$ cat config.mk
export PLATFORM = sky130hd
export DESIGN_NAME = touch_point_calibrate_average
export DESIGN_NICKNAME = d
export VERILOG_FILES = /design/src/design/tpca_pkg.sv /design/src/design/tpca_divider.sv /design/src/design/tpca_cell.sv /design/src/design/touch_point_calibrate_average.sv
export VERILOG_INCLUDE_DIRS = /design/src /design/src/design
export SDC_FILE = /design/constraint.sdc
export NUM_CORES = 2
export LEC_CHECK = 0
export BUFFER_PORTS_ARGS = -buffer_cell sky130_fd_sc_hd__buf_2
export CAP_MARGIN = 20
export CORE_ASPECT_RATIO = 1.4
export CORE_MARGIN = 3
export CORE_UTILIZATION = 45
export CTS_CLUSTER_DIAMETER = 30
export DETAILED_ROUTE_END_ITERATION = 6
export GPL_TIMING_DRIVEN = 1
export HOLD_SLACK_MARGIN = 0.06
export PLACE_DENSITY = 0.63
export SYNTH_ARGS = -nofsm -noshare
export SYNTH_HDL_FRONTEND = slang
export SYNTH_SLANG_ARGS = --single-unit
$ cat constraint.sdc
create_clock -name aclk -period 5.9 [get_ports aclk]
set_clock_uncertainty 0.1 [all_clocks]
set_input_delay 0.295 -clock aclk [delete_from_list [all_inputs] [get_ports aclk]]
set_output_delay 0.295 -clock aclk [all_outputs]
set_load 0.01 [all_outputs]
$ cat src/design/touch_point_calibrate_average_defines.svh
// Assertion macros used by the touch calibration top-level design file.
`ifndef TOUCH_POINT_CALIBRATE_AVERAGE_DEFINES_SVH
`define TOUCH_POINT_CALIBRATE_AVERAGE_DEFINES_SVH

// Same-cycle implication, checked outside reset.
`define TPCA_ASSERT_NOW(name, ante, cons, msg) \
    name: assert property (@(posedge aclk) disable iff (!aresetn) (ante) |-> (cons)) \
        else $error(msg);

// Next-cycle implication, checked outside reset.
`define TPCA_ASSERT_NEXT(name, ante, cons, msg) \
    name: assert property (@(posedge aclk) disable iff (!aresetn) (ante) |=> (cons)) \
        else $error(msg);

`endif

$ cat src/design/tpca_pkg.sv
// Shared types and constants of the touch calibration and averaging block.
package tpca_pkg;

    localparam int COORD_W           = 12;
    localparam int RAW_W             = 16;
    localparam int RAW_SHIFT         = 4;
    localparam int ORIENT_W          = 3;
    localparam int CFG_IDX_W         = 3;
    localparam int NUM_W             = 2 * COORD_W;
    localparam int DEFAULT_AVG_DEPTH = 4;

    localparam logic [COORD_W-1:0]  RST_X_MIN  = 12'd0;
    localparam logic [COORD_W-1:0]  RST_X_MAX  = 12'd4095;
    localparam logic [COORD_W-1:0]  RST_Y_MIN  = 12'd0;
    localparam logic [COORD_W-1:0]  RST_Y_MAX  = 12'd4095;
    localparam logic [COORD_W-1:0]  RST_WIDTH  = 12'd320;
    localparam logic [COORD_W-1:0]  RST_HEIGHT = 12'd480;
    localparam logic [ORIENT_W-1:0] RST_ORIENT = 3'd0;

    localparam logic [CFG_IDX_W-1:0] REG_X_RAW_MIN     = 3'd0;
    localparam logic [CFG_IDX_W-1:0] REG_X_RAW_MAX     = 3'd1;
    localparam logic [CFG_IDX_W-1:0] REG_Y_RAW_MIN     = 3'd2;
    localparam logic [CFG_IDX_W-1:0] REG_Y_RAW_MAX     = 3'd3;
    localparam logic [CFG_IDX_W-1:0] REG_SCREEN_WIDTH  = 3'd4;
    localparam logic [CFG_IDX_W-1:0] REG_SCREEN_HEIGHT = 3'd5;
    localparam logic [CFG_IDX_W-1:0] REG_ORIENT_FLAGS  = 3'd6;

    localparam int ORIENT_SWAP  = 0;
    localparam int ORIENT_INV_X = 1;
    localparam int ORIENT_INV_Y = 2;

    typedef enum logic [3:0] {
        ST_IDLE,
        ST_MUL,
        ST_SC_START,
        ST_SC_WAIT,
        ST_POST,
        ST_SUM,
        ST_AV_START,
        ST_AV_WAIT,
        ST_DONE
    } tpca_state_t;

    typedef struct packed {
        logic shift;
        logic accum;
    } tpca_cell_ctrl_t;

endpackage

$ cat src/design/tpca_divider.sv
// Restoring divider, one quotient bit per cycle, quotient known to fit 12 bits.
module tpca_divider (
    input  logic                          aclk,
    input  logic                          aresetn,
    input  logic                          start,
    input  logic [tpca_pkg::NUM_W-1:0]    num,
    input  logic [tpca_pkg::COORD_W-1:0]  den,
    output logic                          done,
    output logic [tpca_pkg::COORD_W-1:0]  quot
);

    localparam int CW     = tpca_pkg::COORD_W;
    localparam int STEP_W = $clog2(CW);

    logic [CW-1:0]     rem_reg;
    logic [CW-1:0]     rem_next;
    logic [CW-1:0]     low_reg;
    logic [CW-1:0]     low_next;
    logic [CW-1:0]     den_reg;
    logic [STEP_W-1:0] cnt_reg;
    logic              busy_reg;
    logic              done_reg;
    logic [CW:0]       trial;
    logic              ge;

    always_comb begin
        trial    = {rem_reg, low_reg[CW-1]};
        ge       = trial >= {1'b0, den_reg};
        rem_next = ge ? CW'(trial - {1'b0, den_reg}) : trial[CW-1:0];
        low_next = {low_reg[CW-2:0], ge};
    end

    always_ff @(posedge aclk) begin
        if (!aresetn) begin
            busy_reg <= 1'b0;
            done_reg <= 1'b0;
            cnt_reg  <= '0;
        end else begin
            done_reg <= 1'b0;
            if (start) begin
                busy_reg <= 1'b1;
                cnt_reg  <= '0;
            end else if (busy_reg) begin
                cnt_reg <= cnt_reg + STEP_W'(1);
                if (cnt_reg == STEP_W'(CW - 1)) begin
                    busy_reg <= 1'b0;
                    done_reg <= 1'b1;
                end
            end
        end
    end

    always_ff @(posedge aclk) begin
        if (start) begin
            rem_reg <= num[tpca_pkg::NUM_W-1:CW];
            low_reg <= num[CW-1:0];
            den_reg <= den;
        end else if (busy_reg) begin
            rem_reg <= rem_next;
            low_reg <= low_next;
        end
    end

    assign done = done_reg;
    assign quot = low_reg;

endmodule

$ cat src/design/tpca_cell.sv
// One history cell: holds a point and passes a running sum to its neighbor.
module tpca_cell #(
    parameter int AVG_DEPTH = tpca_pkg::DEFAULT_AVG_DEPTH,
    parameter int IDX       = 0
) (
    input  logic                                                aclk,
    input  tpca_pkg::tpca_cell_ctrl_t                           ctrl,
    input  logic [$clog2(AVG_DEPTH+1)-1:0]                      fill,
    input  logic [tpca_pkg::COORD_W-1:0]                        prev_x,
    input  logic [tpca_pkg::COORD_W-1:0]                        prev_y,
    input  logic [tpca_pkg::COORD_W+$clog2(AVG_DEPTH+1)-1:0]    prev_sum_x,
    input  logic [tpca_pkg::COORD_W+$clog2(AVG_DEPTH+1)-1:0]    prev_sum_y,
    output logic [tpca_pkg::COORD_W-1:0]                        hist_x,
    output logic [tpca_pkg::COORD_W-1:0]                        hist_y,
    output logic [tpca_pkg::COORD_W+$clog2(AVG_DEPTH+1)-1:0]    sum_x,
    output logic [tpca_pkg::COORD_W+$clog2(AVG_DEPTH+1)-1:0]    sum_y
);

    localparam int FILL_W = $clog2(AVG_DEPTH + 1);
    localparam int SUM_W  = tpca_pkg::COORD_W + FILL_W;

    logic [tpca_pkg::COORD_W-1:0] hist_x_reg;
    logic [tpca_pkg::COORD_W-1:0] hist_y_reg;
    logic [SUM_W-1:0]             sum_x_reg;
    logic [SUM_W-1:0]             sum_y_reg;
    logic                         live;

    assign live = FILL_W'(IDX) < fill;

    always_ff @(posedge aclk) begin
        if (ctrl.shift) begin
            hist_x_reg <= prev_x;
            hist_y_reg <= prev_y;
        end
        if (ctrl.accum) begin
            sum_x_reg <= prev_sum_x + (live ? SUM_W'(hist_x_reg) : '0);
            sum_y_reg <= prev_sum_y + (live ? SUM_W'(hist_y_reg) : '0);
        end
    end

    assign hist_x = hist_x_reg;
    assign hist_y = hist_y_reg;
    assign sum_x  = sum_x_reg;
    assign sum_y  = sum_y_reg;

endmodule

$ cat src/design/touch_point_calibrate_average.sv
// Touch calibration: scale raw readings to screen and average recent points.
// Pen-down path: a scaling multiply, then two 12-step divisions per axis (scaling,
// then averaging) around a summing pass over the history cells; pen-up goes to output.
// One item at a time: the next is taken only once the current result is loaded
// into the output, which holds while an earlier result still waits there.
// Synchronous reset restores register defaults, clears fill count and held point.
`include "touch_point_calibrate_average_defines.svh"
module touch_point_calibrate_average #(
    parameter int AVG_DEPTH = tpca_pkg::DEFAULT_AVG_DEPTH
) (
    input  logic                            aclk,
    input  logic                            aresetn,
    input  logic                            cfg_we,
    input  logic [tpca_pkg::CFG_IDX_W-1:0]  cfg_index,
    input  logic [tpca_pkg::COORD_W-1:0]    cfg_data,
    input  logic                            s_tvalid,
    output logic                            s_tready,
    input  logic [31:0]                     s_tdata,   // raw_x_word, raw_y_word
    input  logic                            s_tuser,   // pen_down
    output logic                            m_tvalid,
    input  logic                            m_tready,
    output logic [23:0]                     m_tdata,   // point_x, point_y
    output logic                            m_tuser    // pressed
);

    localparam int CW     = tpca_pkg::COORD_W;
    localparam int RW     = tpca_pkg::RAW_W;
    localparam int FILL_W = $clog2(AVG_DEPTH + 1);
    localparam int SUM_W  = CW + FILL_W;
    localparam int NW     = tpca_pkg::NUM_W;

    logic [CW-1:0]                   x_min_reg, x_max_reg, y_min_reg, y_max_reg;
    logic [CW-1:0]                   width_reg, height_reg;
    logic [tpca_pkg::ORIENT_W-1:0]   orient_reg;

    tpca_pkg::tpca_state_t           state_reg, state_next;
    logic [FILL_W-1:0]               fill_reg;
    logic [FILL_W-1:0]               sum_cnt_reg;
    logic [CW-1:0]                   held_x_reg, held_y_reg;
    logic                            pressed_reg;
    logic [CW-1:0]                   off_x_reg, off_y_reg, span_x_reg, span_y_reg;
    logic                            sat_x_reg, sat_y_reg;
    logic [NW-1:0]                   prod_x_reg, prod_y_reg;
    logic                            m_tvalid_reg;
    logic [CW-1:0]                   m_x_reg, m_y_reg;
    logic                            m_pressed_reg;

    logic                            in_xfer;
    logic                            out_load;
    logic                            div_start;
    logic                            div_sel_avg;
    tpca_pkg::tpca_cell_ctrl_t       cell_ctrl;

    logic [CW-1:0]                   raw_a, raw_b, rx, ry;
    logic [CW-1:0]                   off_x, off_y, span_x, span_y;
    logic [CW-1:0]                   v_x, v_y, sample_x, sample_y;
    logic [NW-1:0]                   num_x, num_y;
    logic [CW-1:0]                   den_x, den_y;
    logic                            div_done_x, div_done_y;
    logic [CW-1:0]                   quot_x, quot_y;

    logic [CW-1:0]                   chain_x   [AVG_DEPTH+1];
    logic [CW-1:0]                   chain_y   [AVG_DEPTH+1];
    logic [SUM_W-1:0]                chain_sx  [AVG_DEPTH+1];
    logic [SUM_W-1:0]                chain_sy  [AVG_DEPTH+1];

    assign in_xfer = s_tvalid && s_tready;

    always_ff @(posedge aclk) begin
        if (!aresetn) begin
            x_min_reg  <= tpca_pkg::RST_X_MIN;
            x_max_reg  <= tpca_pkg::RST_X_MAX;
            y_min_reg  <= tpca_pkg::RST_Y_MIN;
            y_max_reg  <= tpca_pkg::RST_Y_MAX;
            width_reg  <= tpca_pkg::RST_WIDTH;
            height_reg <= tpca_pkg::RST_HEIGHT;
            orient_reg <= tpca_pkg::RST_ORIENT;
        end else if (cfg_we) begin
            unique case (cfg_index)
                tpca_pkg::REG_X_RAW_MIN:     x_min_reg  <= cfg_data;
                tpca_pkg::REG_X_RAW_MAX:     x_max_reg  <= cfg_data;
                tpca_pkg::REG_Y_RAW_MIN:     y_min_reg  <= cfg_data;
                tpca_pkg::REG_Y_RAW_MAX:     y_max_reg  <= cfg_data;
                tpca_pkg::REG_SCREEN_WIDTH:  width_reg  <= cfg_data;
                tpca_pkg::REG_SCREEN_HEIGHT: height_reg <= cfg_data;
                tpca_pkg::REG_ORIENT_FLAGS:  orient_reg <= cfg_data[tpca_pkg::ORIENT_W-1:0];
                default: ;
            endcase
        end
    end

    always_comb begin
        raw_a  = s_tdata[RW-1:tpca_pkg::RAW_SHIFT];
        raw_b  = s_tdata[2*RW-1:RW+tpca_pkg::RAW_SHIFT];
        rx     = orient_reg[tpca_pkg::ORIENT_SWAP] ? raw_b : raw_a;
        ry     = orient_reg[tpca_pkg::ORIENT_SWAP] ? raw_a : raw_b;
        off_x  = (rx > x_min_reg) ? rx - x_min_reg : '0;
        off_y  = (ry > y_min_reg) ? ry - y_min_reg : '0;
        span_x = (x_max_reg > x_min_reg) ? x_max_reg - x_min_reg : '0;
        span_y = (y_max_reg > y_min_reg) ? y_max_reg - y_min_reg : '0;
    end

    always_comb begin
        v_x      = sat_x_reg ? width_reg : quot_x;
        v_y      = sat_y_reg ? height_reg : quot_y;
        sample_x = orient_reg[tpca_pkg::ORIENT_INV_X] ? width_reg - v_x : v_x;
        sample_y = orient_reg[tpca_pkg::ORIENT_INV_Y] ? height_reg - v_y : v_y;
    end

    always_comb begin
        state_next = state_reg;
        unique case (state_reg)
            tpca_pkg::ST_IDLE: begin
                if (in_xfer) begin
                    state_next = s_tuser ? tpca_pkg::ST_MUL : tpca_pkg::ST_DONE;
                end
            end
            tpca_pkg::ST_MUL:      state_next = tpca_pkg::ST_SC_START;
            tpca_pkg::ST_SC_START: state_next = tpca_pkg::ST_SC_WAIT;
            tpca_pkg::ST_SC_WAIT: begin
                if (div_done_x) begin
                    state_next = tpca_pkg::ST_POST;
                end
            end
            tpca_pkg::ST_POST:     state_next = tpca_pkg::ST_SUM;
            tpca_pkg::ST_SUM: begin
                if (sum_cnt_reg == FILL_W'(AVG_DEPTH - 1)) begin
                    state_next = tpca_pkg::ST_AV_START;
                end
            end
            tpca_pkg::ST_AV_START: state_next = tpca_pkg::ST_AV_WAIT;
            tpca_pkg::ST_AV_WAIT: begin
                if (div_done_x) begin
                    state_next = tpca_pkg::ST_DONE;
                end
            end
            tpca_pkg::ST_DONE: begin
                if (!m_tvalid_reg || m_tready) begin
                    state_next = tpca_pkg::ST_IDLE;
                end
            end
            default: state_next = tpca_pkg::ST_IDLE;
        endcase
    end

    always_comb begin
        s_tready        = 1'b0;
        div_start       = 1'b0;
        div_sel_avg     = 1'b0;
        cell_ctrl.shift = 1'b0;
        cell_ctrl.accum = 1'b0;
        out_load        = 1'b0;
        unique case (state_reg)
            tpca_pkg::ST_IDLE:     s_tready = 1'b1;
            tpca_pkg::ST_SC_START: div_start = 1'b1;
            tpca_pkg::ST_POST:     cell_ctrl.shift = 1'b1;
            tpca_pkg::ST_SUM:      cell_ctrl.accum = 1'b1;
            tpca_pkg::ST_AV_START: begin
                div_start   = 1'b1;
                div_sel_avg = 1'b1;
            end
            tpca_pkg::ST_DONE:     out_load = !m_tvalid_reg || m_tready;
            default: ;
        endcase
    end

    always_ff @(posedge aclk) begin
        if (!aresetn) begin
            state_reg    <= tpca_pkg::ST_IDLE;
            fill_reg     <= '0;
            held_x_reg   <= '0;
            held_y_reg   <= '0;
            m_tvalid_reg <= 1'b0;
            sum_cnt_reg  <= '0;
        end else begin
            state_reg <= state_next;
            if (in_xfer && !s_tuser) begin
                fill_reg <= '0;
            end else if (state_reg == tpca_pkg::ST_POST) begin
                sum_cnt_reg <= '0;
                if (fill_reg != FILL_W'(AVG_DEPTH)) begin
                    fill_reg <= fill_reg + FILL_W'(1);
                end
            end
            if (state_reg == tpca_pkg::ST_SUM) begin
                sum_cnt_reg <= sum_cnt_reg + FILL_W'(1);
            end
            if (state_reg == tpca_pkg::ST_AV_WAIT && div_done_x) begin
                held_x_reg <= quot_x;
                held_y_reg <= quot_y;
            end
            if (out_load) begin
                m_tvalid_reg <= 1'b1;
            end else if (m_tready) begin
                m_tvalid_reg <= 1'b0;
            end
        end
    end

    always_ff @(posedge aclk) begin
        if (in_xfer) begin
            pressed_reg <= s_tuser;
            off_x_reg   <= off_x;
            off_y_reg   <= off_y;
            span_x_reg  <= span_x;
            span_y_reg  <= span_y;
            sat_x_reg   <= off_x >= span_x;
            sat_y_reg   <= off_y >= span_y;
        end
        if (state_reg == tpca_pkg::ST_MUL) begin
            prod_x_reg <= off_x_reg * width_reg;
            prod_y_reg <= off_y_reg * height_reg;
        end
        if (out_load) begin
            m_x_reg       <= held_x_reg;
            m_y_reg       <= held_y_reg;
            m_pressed_reg <= pressed_reg;
        end
    end

    always_comb begin
        num_x = div_sel_avg ? NW'(chain_sx[AVG_DEPTH]) : prod_x_reg;
        num_y = div_sel_avg ? NW'(chain_sy[AVG_DEPTH]) : prod_y_reg;
        den_x = div_sel_avg ? CW'(fill_reg) : span_x_reg;
        den_y = div_sel_avg ? CW'(fill_reg) : span_y_reg;
    end

    tpca_divider u_div_x (
        .aclk    (aclk),
        .aresetn (aresetn),
        .start   (div_start),
        .num     (num_x),
        .den     (den_x),
        .done    (div_done_x),
        .quot    (quot_x)
    );

    tpca_divider u_div_y (
        .aclk    (aclk),
        .aresetn (aresetn),
        .start   (div_start),
        .num     (num_y),
        .den     (den_y),
        .done    (div_done_y),
        .quot    (quot_y)
    );

    assign chain_x[0]  = sample_x;
    assign chain_y[0]  = sample_y;
    assign chain_sx[0] = '0;
    assign chain_sy[0] = '0;

    for (genvar i = 0; i < AVG_DEPTH; i++) begin : g_cell
        tpca_cell #(
            .AVG_DEPTH (AVG_DEPTH),
            .IDX       (i)
        ) u_cell (
            .aclk       (aclk),
            .ctrl       (cell_ctrl),
            .fill       (fill_reg),
            .prev_x     (chain_x[i]),
            .prev_y     (chain_y[i]),
            .prev_sum_x (chain_sx[i]),
            .prev_sum_y (chain_sy[i]),
            .hist_x     (chain_x[i+1]),
            .hist_y     (chain_y[i+1]),
            .sum_x      (chain_sx[i+1]),
            .sum_y      (chain_sy[i+1])
        );
    end

    assign m_tvalid = m_tvalid_reg;
    assign m_tdata  = {m_y_reg, m_x_reg};
    assign m_tuser  = m_pressed_reg;

    `TPCA_ASSERT_NOW(a_div_lockstep, 1'b1, div_done_x == div_done_y,
        "axis dividers out of step")
    `TPCA_ASSERT_NOW(a_fill_bound, 1'b1, fill_reg <= FILL_W'(AVG_DEPTH),
        "fill count above averaging depth")
    `TPCA_ASSERT_NOW(a_done_in_wait, div_done_x,
        state_reg == tpca_pkg::ST_SC_WAIT || state_reg == tpca_pkg::ST_AV_WAIT,
        "divider finished outside a wait state")
    `TPCA_ASSERT_NEXT(a_one_in_flight, in_xfer, !s_tready,
        "second transfer taken while an item is in flight")

endmodule
* After elaboration in Yosys (flattened, before gate mapping)
Cells that the tools add are included.
Operators by class: add/sub/neg operators 18, multiply operators 2, order comparisons 12, equal/unequal tests 24, muxes and demuxes 55, bitwise operators 2, reduce and logical (&&, ||, !) cells 26
Operators with widths (number):
- $mux W12 | 26
- $sub A12 B12 Y12 | 8
- $add A15 B15 Y15 | 6
- $gt A12 B12 Y1 | 4
- $mul A12 B12 Y24 | 2
- $mux W24 | 2
- $pmux W4 S9 | 1
- $ge A13 B12 Y1 | 2
- $ge A12 B12 Y1 | 2
- $mux W4 | 6
- $reduce_and A2 Y1 | 9
- $eq A4 B3 Y1 const B | 4
- $mux W1 | 15
- $mux W3 | 5
- $eq A4 B4 Y1 const B | 3
- $eq A3 B2 Y1 const B | 3
- $eq A3 B3 Y1 const B | 3
- $add A4 B1 Y4 const B | 2
- $eq A4 B2 Y1 const B | 2
- $reduce_bool A2 Y1 | 4
- $add A3 B1 Y3 const B | 2
- $lt A1 B3 Y1 const A | 2
- $lt A2 B3 Y1 const A | 2
- $ne A2 B1 Y1 const B | 3
- other kinds (13) | 21
Storage, ports and cells: register bits 533, input bits 53, output and inout port bits 27, logic and storage cells 195

* Logic depth before layout (Yosys ltp)
depth in word-level cells 6, mapped depth 23

* Cells and area by module
From an unflattened synthesis, not the netlist that was laid out.
Unflattened totals: cell total of the unflattened synthesis 4030, area, all modules 39903.3 sq um
By module, submodules not included:
- touch_point_calibrate_average | times used 1, cells an instance 2590, area each 22895.7 sq um
- tpca_cell (g_cell[2].u_cell) | times used 1, cells an instance 267, area each 3098.0 sq um
- tpca_cell (g_cell[1].u_cell) | times used 1, cells an instance 267, area each 3096.7 sq um
- tpca_cell (g_cell[0].u_cell) | times used 1, cells an instance 239, area each 2979.1 sq um
- tpca_cell (g_cell[3].u_cell) | times used 1, cells an instance 232, area each 2931.6 sq um
- tpca_divider (u_div_x) | times used 1, cells an instance 230, area each 2536.2 sq um
- tpca_divider (u_div_y) | times used 1, cells an instance 205, area each 2366.0 sq um

* Worst setup path after synthesis
Ideal clock, no wire load.
kind reg-to-reg, start reg state_reg[2], end reg fill_reg[0], data arrival time 5923 ps, required time 5674 ps, slack -249 ps, cell stages (with the launch flop) 8, clock period less this slack 6149 ps, cells stage by stage dfxtp_1 buf_2 clkinv_1 or3_1 nor2_1 nand2_1 xnor2_1 nor2_1
On the way: longest elaborated chain between the ends 5
Ends and longest elaborated chain:
- start: declaration | line touch_point_calibrate_average.sv:36 | tpca_pkg::tpca_state_t state_reg, state_next;
- start signal: assignment | line touch_point_calibrate_average.sv:169 | state_reg <= tpca_pkg::ST_IDLE;
- start signal: assignment | line touch_point_calibrate_average.sv:176 | state_reg <= state_next;
- $logic_not A4 Y1 | line touch_point_calibrate_average.sv:153 | unique case (state_reg)
- $mux W1 | line touch_point_calibrate_average.sv:153
- $logic_and A1 B1 Y1 | line touch_point_calibrate_average.sv:67 | assign in_xfer = s_tvalid && s_tready;
- $logic_and A1 B1 Y1 | line touch_point_calibrate_average.sv:177 | if (in_xfer && !s_tuser) begin
- $reduce_or A2 Y1 (no line)
- end signal: assignment | line touch_point_calibrate_average.sv:182 | fill_reg <= fill_reg + FILL_W'(1);
- end: declaration | line touch_point_calibrate_average.sv:37 | logic [FILL_W-1:0] fill_reg;
Several ways; a longest one is shown, not always the timed one. A chain may end at the register's enable or synchronous reset.

* Final worst setup path
start reg off_y_reg[2], end reg prod_y_reg[22] (data pin)
On the way: longest elaborated chain between the ends 1
Ends and longest elaborated chain:
- start: declaration | line touch_point_calibrate_average.sv:41 | logic [CW-1:0] off_x_reg, off_y_reg, span_x_reg, span_y_reg;
- start signal: assignment | line touch_point_calibrate_average.sv:204 | off_y_reg <= off_y;
- $mul A12 B12 Y24 | line touch_point_calibrate_average.sv:212 | prod_y_reg <= off_y_reg * height_reg;
- end signal: assignment | line touch_point_calibrate_average.sv:212
- end: declaration | line touch_point_calibrate_average.sv:43 | logic [NW-1:0] prod_x_reg, prod_y_reg;
Every way passes these cells.

==> reports/summary.md <==
The cell sitting at the root of the clock tree is a sky130_fd_sc_hd__clkbuf_16. Net switching is 32.4% of the power. The repair_antennas step left the layout with diodes totalling 0.

Counting instances, the worst hold path has a depth of 4. The logs give 0 for the number of antenna violations at the first check in global routing and 6.17 ns for the endpoint required time on the critical path. Power spread over the standard cell area amounts to 354 nW/um2. The commonest cells after synthesis are sky130_fd_sc_hd__nand2_1, sky130_fd_sc_hd__inv_1, sky130_fd_sc_hd__edfxtp_1. The die covers 84,500 um2. Number of enable flip-flop cells after synthesis: 400. Setup repair after global routing left no endpoint under its margin.

Summing every instance area after synthesis gives 36,400 um2. Top flip-flop cell by instance count after synthesis: sky130_fd_sc_hd__edfxtp_1. TritonCTS built the clock tree. For the worst flop-to-flop path, the logic depth is 17. sky130_fd_sc_hd__edfxtp_1 takes more of the synthesized area than any other cell. The synthesis-to-finish area growth is 14.5%, and the worst endpoint data arrival time is 5.89 ns.

In this run the vertical extent of the chip is 343 um. The end-of-flow core utilization is 52.3%. The share of cells above drive strength 1 was 9.99%; the overall overflow remaining after global route was 0. The transition at the pin with the smallest max-transition slack was 1.05 ns. Sequential cells were found to cover 39.6% of the synthesized design area. The via count of the first global-routing pass was 26,200; the pin count of the biggest net entering global routing was 76. The detail route stage leaves a number of antenna-violating nets equal to 0. IR analysis of the VDD net gives a maximum drop of 0.314 mV.

The final layout contains routed wiring with a total length of 86,100 um. The clock edge transition at the registers on the reported setup and hold paths works out to 0.05 ns. The number of port buffers was 71.

Dividing the synthesized area by the synthesized cell count gives 10.2 um2. The endpoint of the most critical register-to-register path is prod_y_reg[22]. The worst hold path belongs to the class in2reg. Total of flip-flops plus latches after synthesis: 521. Based on the critical path, the design can be clocked at up to 0.178 GHz. The final hold violation count is 0, and the average vias per placed instance is 5.24. The H-tree was split into 3 levels. 80 I/O pins were placed.

The logs give 29.5% for the worst slew slack as a fraction of its limit and 3,584 for the cell count after synthesis. From left edge to right edge, the die measures 246 um. The instance area at placement is 38,200 um2.

For the net switching power of the design, the log shows 4.79 mW. The largest buffer count on any clock path was 3. The worst setup path category was reg2reg.

The largest fanout on the critical path is 7. The number of clock buffers added by TritonCTS is 95. The congestion estimate from routability-driven global placement came to 0.845. The tool flagged a number of max-cap violations equal to 0. Of the total power, combinational logic draws 29.9%. At the later pin of the worst-skew pair, clock insertion delay measures 0.64 ns. Yosys instantiated no cell more often than sky130_fd_sc_hd__nand2_1. In this run, the clock network consumes 38.1% of the power. After synthesis, the largest area contributor takes up 33.0% of total cell area.

In this run the most critical hold path is launched from cfg_index[1]. Yosys printed 0 warnings. The unique cell type count in the Yosys netlist was 77; the average wire per cell in the routed design was 17.7 um.

Placeable core region: 79,700 um2. Setup violations remaining at the end of the flow were counted as 0. For this design the static power due to leakage is 17.7 nW. The type of element launching the critical path is a flop. Yosys attributes the largest share of cell area to sky130_fd_sc_hd__edfxtp_1, sky130_fd_sc_hd__fa_1, sky130_fd_sc_hd__ha_1.

For the number of filler instances in the final layout, the log shows 7,183. The routed layout has 25,400 vias. For this run, asynchronously set or reset flops after synthesis account for 0%. Capture endpoint of the worst hold path: width_reg[10].

Global routing consumed, over all layers together, 20.8% of the routing resources. The logs give 65,100 um for the detailed-placement wirelength estimate and 4,171 for the net count of the mapped netlist. In this run, the number of DRC markers left after iteration 0 of detailed routing was 1,209. In the routed design, unresolved DRC markers number 0.

After the last flow step, the layout net total stands at 4,299. The internal power of the cells totals 9.99 mW. The tools report the final non-filler cell area as 41,700 um2.

The initial utilization of the core area, before any placement, comes to 45.7%. In this run the critical register-to-register path is launched from off_y_reg[2]. The final count of pins violating max slew is 0. Sequential cells account for 32.0% of the total power.

The clock sink total came out at 521. The tools report the setup TNS as 0 ns. The routed design could run at a clock period as short as 5.61 ns. The run finished with clean final reports. In this run the core area contains 122 standard-cell rows. Part of the cycle the worst path needs: 95.1%. The detailed-routing iteration count for the pre-antenna-repair pass was 5.

The first global-routing pass estimated 138,000 um of wire. The tools report the flop-to-flop setup slack as 0.29 ns. The critical path endpoint category is a flop.
==> worst max-delay path: stages, from the launching register on <==
cell and delay [ns]:
sky130_fd_sc_hd__edfxtp_1 0.56, sky130_fd_sc_hd__nand2_1 0.13, sky130_fd_sc_hd__fa_1 0.48, sky130_fd_sc_hd__fa_1 0.55, sky130_fd_sc_hd__inv_1 0.06, sky130_fd_sc_hd__fa_1 0.50, sky130_fd_sc_hd__fa_1 0.55, sky130_fd_sc_hd__inv_1 0.05
sky130_fd_sc_hd__fa_1 0.52, sky130_fd_sc_hd__inv_1 0.04, sky130_fd_sc_hd__ha_1 0.21, sky130_fd_sc_hd__nor4b_1 0.26, sky130_fd_sc_hd__a22oi_1 0.14, sky130_fd_sc_hd__a21oi_1 0.30, sky130_fd_sc_hd__o21ai_0 0.18, sky130_fd_sc_hd__a41oi_1 0.40
sky130_fd_sc_hd__o21ai_0 0.17, sky130_fd_sc_hd__xor2_1 0.16
==> through the flow <==
stage          power [mW]  instances  hold WS (ns)  setup WS (ns)
6_report             14.8       4849        0.0975          0.287
5_1_grt              15.7       4849         0.116         0.0122
4_1_cts              14.9       4847        0.0685          0.256
3_5_place_dp         9.23       4653         0.305          0.272
3_3_place_gp         9.17       4653         0.306          0.312
2_1_floorplan        8.01       3584         0.294          0.622
==> layer usage <==
| layer | vias up | global-route usage [%] | part of all wire [%] |
|---|---|---|---|
| met1 | 12300 | 25.0 | 41 |
| li1 | 12400 | - | - |
| met2 | 518 | 37.3 | 51 |
| met5 | - | 0 | 0 |
| met3 | 179 | 2.98 | 4.2 |
| met4 | 0 | 8.47 | 3.7 |
==> layout by cell type (no fill, tap or decap), types with 25 or more instances in the layout <==
master	netlist	final
sky130_fd_sc_hd__a21o_1	53	53
sky130_fd_sc_hd__mux2i_1	60	60
sky130_fd_sc_hd__buf_2	5	71
sky130_fd_sc_hd__mux2_2	30	30
sky130_fd_sc_hd__xor2_1	53	53
sky130_fd_sc_hd__xnor2_1	108	108
sky130_fd_sc_hd__a21boi_0	80	80
sky130_fd_sc_hd__nor2b_1	118	118
sky130_fd_sc_hd__and2_1	181	180
sky130_fd_sc_hd__nand2b_1	25	25
sky130_fd_sc_hd__ha_1	320	320
sky130_fd_sc_hd__a21oi_1	142	141
sky130_fd_sc_hd__buf_4	2	76
sky130_fd_sc_hd__inv_1	403	402
sky130_fd_sc_hd__nor2_1	144	141
sky130_fd_sc_hd__fa_1	214	214
sky130_fd_sc_hd__nand3_1	58	58
sky130_fd_sc_hd__clkbuf_16	0	97
sky130_fd_sc_hd__nor3_1	34	31
sky130_fd_sc_hd__o21ai_0	133	133
sky130_fd_sc_hd__o21a_1	34	34
sky130_fd_sc_hd__nand2_1	513	512
sky130_fd_sc_hd__edfxtp_1	400	400
sky130_fd_sc_hd__dfxtp_1	121	119
==> power groups by stage <==
stage / registers [mW] / clock network (mW) / logic (mW)
finish: 4.73 / 5.63 / 4.42
CTS: 4.74 / 5.73 / 4.48
global placement: 4.80 / 0 / 4.36
global route: 4.76 / 5.91 / 5.04
floorplan: 4.63 / 0 / 3.38
detailed placement: 4.80 / 0 / 4.43
==> how the worst max path moves through the flow <==
stage | from | to | slack (ns) | depth (start not counted)
5_1_grt | off_x_reg[4] | prod_x_reg[21] | 0.01 | 18
3_3_place_gp | off_y_reg[4] | prod_y_reg[22] | 0.31 | 19
6_report | off_y_reg[2] | prod_y_reg[22] | 0.29 | 17
2_1_floorplan | height_reg[3] | prod_y_reg[22] | 0.62 | 19
4_1_cts | width_reg[6] | prod_x_reg[21] | 0.26 | 16
3_5_place_dp | width_reg[6] | prod_x_reg[21] | 0.27 | 16
==> layout make-up <==
class	instances	area [um2]	share of cell area, %
clock inverters	71	843	2.02
multi-input cells	2528	20000	48.0
repair buffers	161	1070	2.56
well taps	1054	1320	3.16
inverters	405	1520	3.65
flip-flops and latches	521	14400	34.6
clock buffers	109	2510	6.02
==> logic make-up (layout without fill, tap and decap cells) <==
| kind of cell | count (synthesis) | after routing | share of synthesized area, % |
|---|---|---|---|
| AND/OR/NAND/NOR | 1149 | 1149 | 15.0 |
| AO/OA/AOI/OAI | 594 | 594 | 10.6 |
| buffers and inverters | 535 | 746 | 5.57 |
| adder cells (fa/ha/maj) | 534 | 534 | 22.7 |
| flip-flops | 521 | 521 | 39.6 |
| XOR/XNOR | 161 | 161 | 3.87 |
| multiplexers | 90 | 90 | 2.58 |
==> timing repair <==
item,CTS,global route
buffers inserted,0,2
hold endpoints to repair,79,0
endpoints found under the setup margin,0,1
gates resized for setup,0,1
hold buffers,14,0
Power figures use the tool's default switching activity.
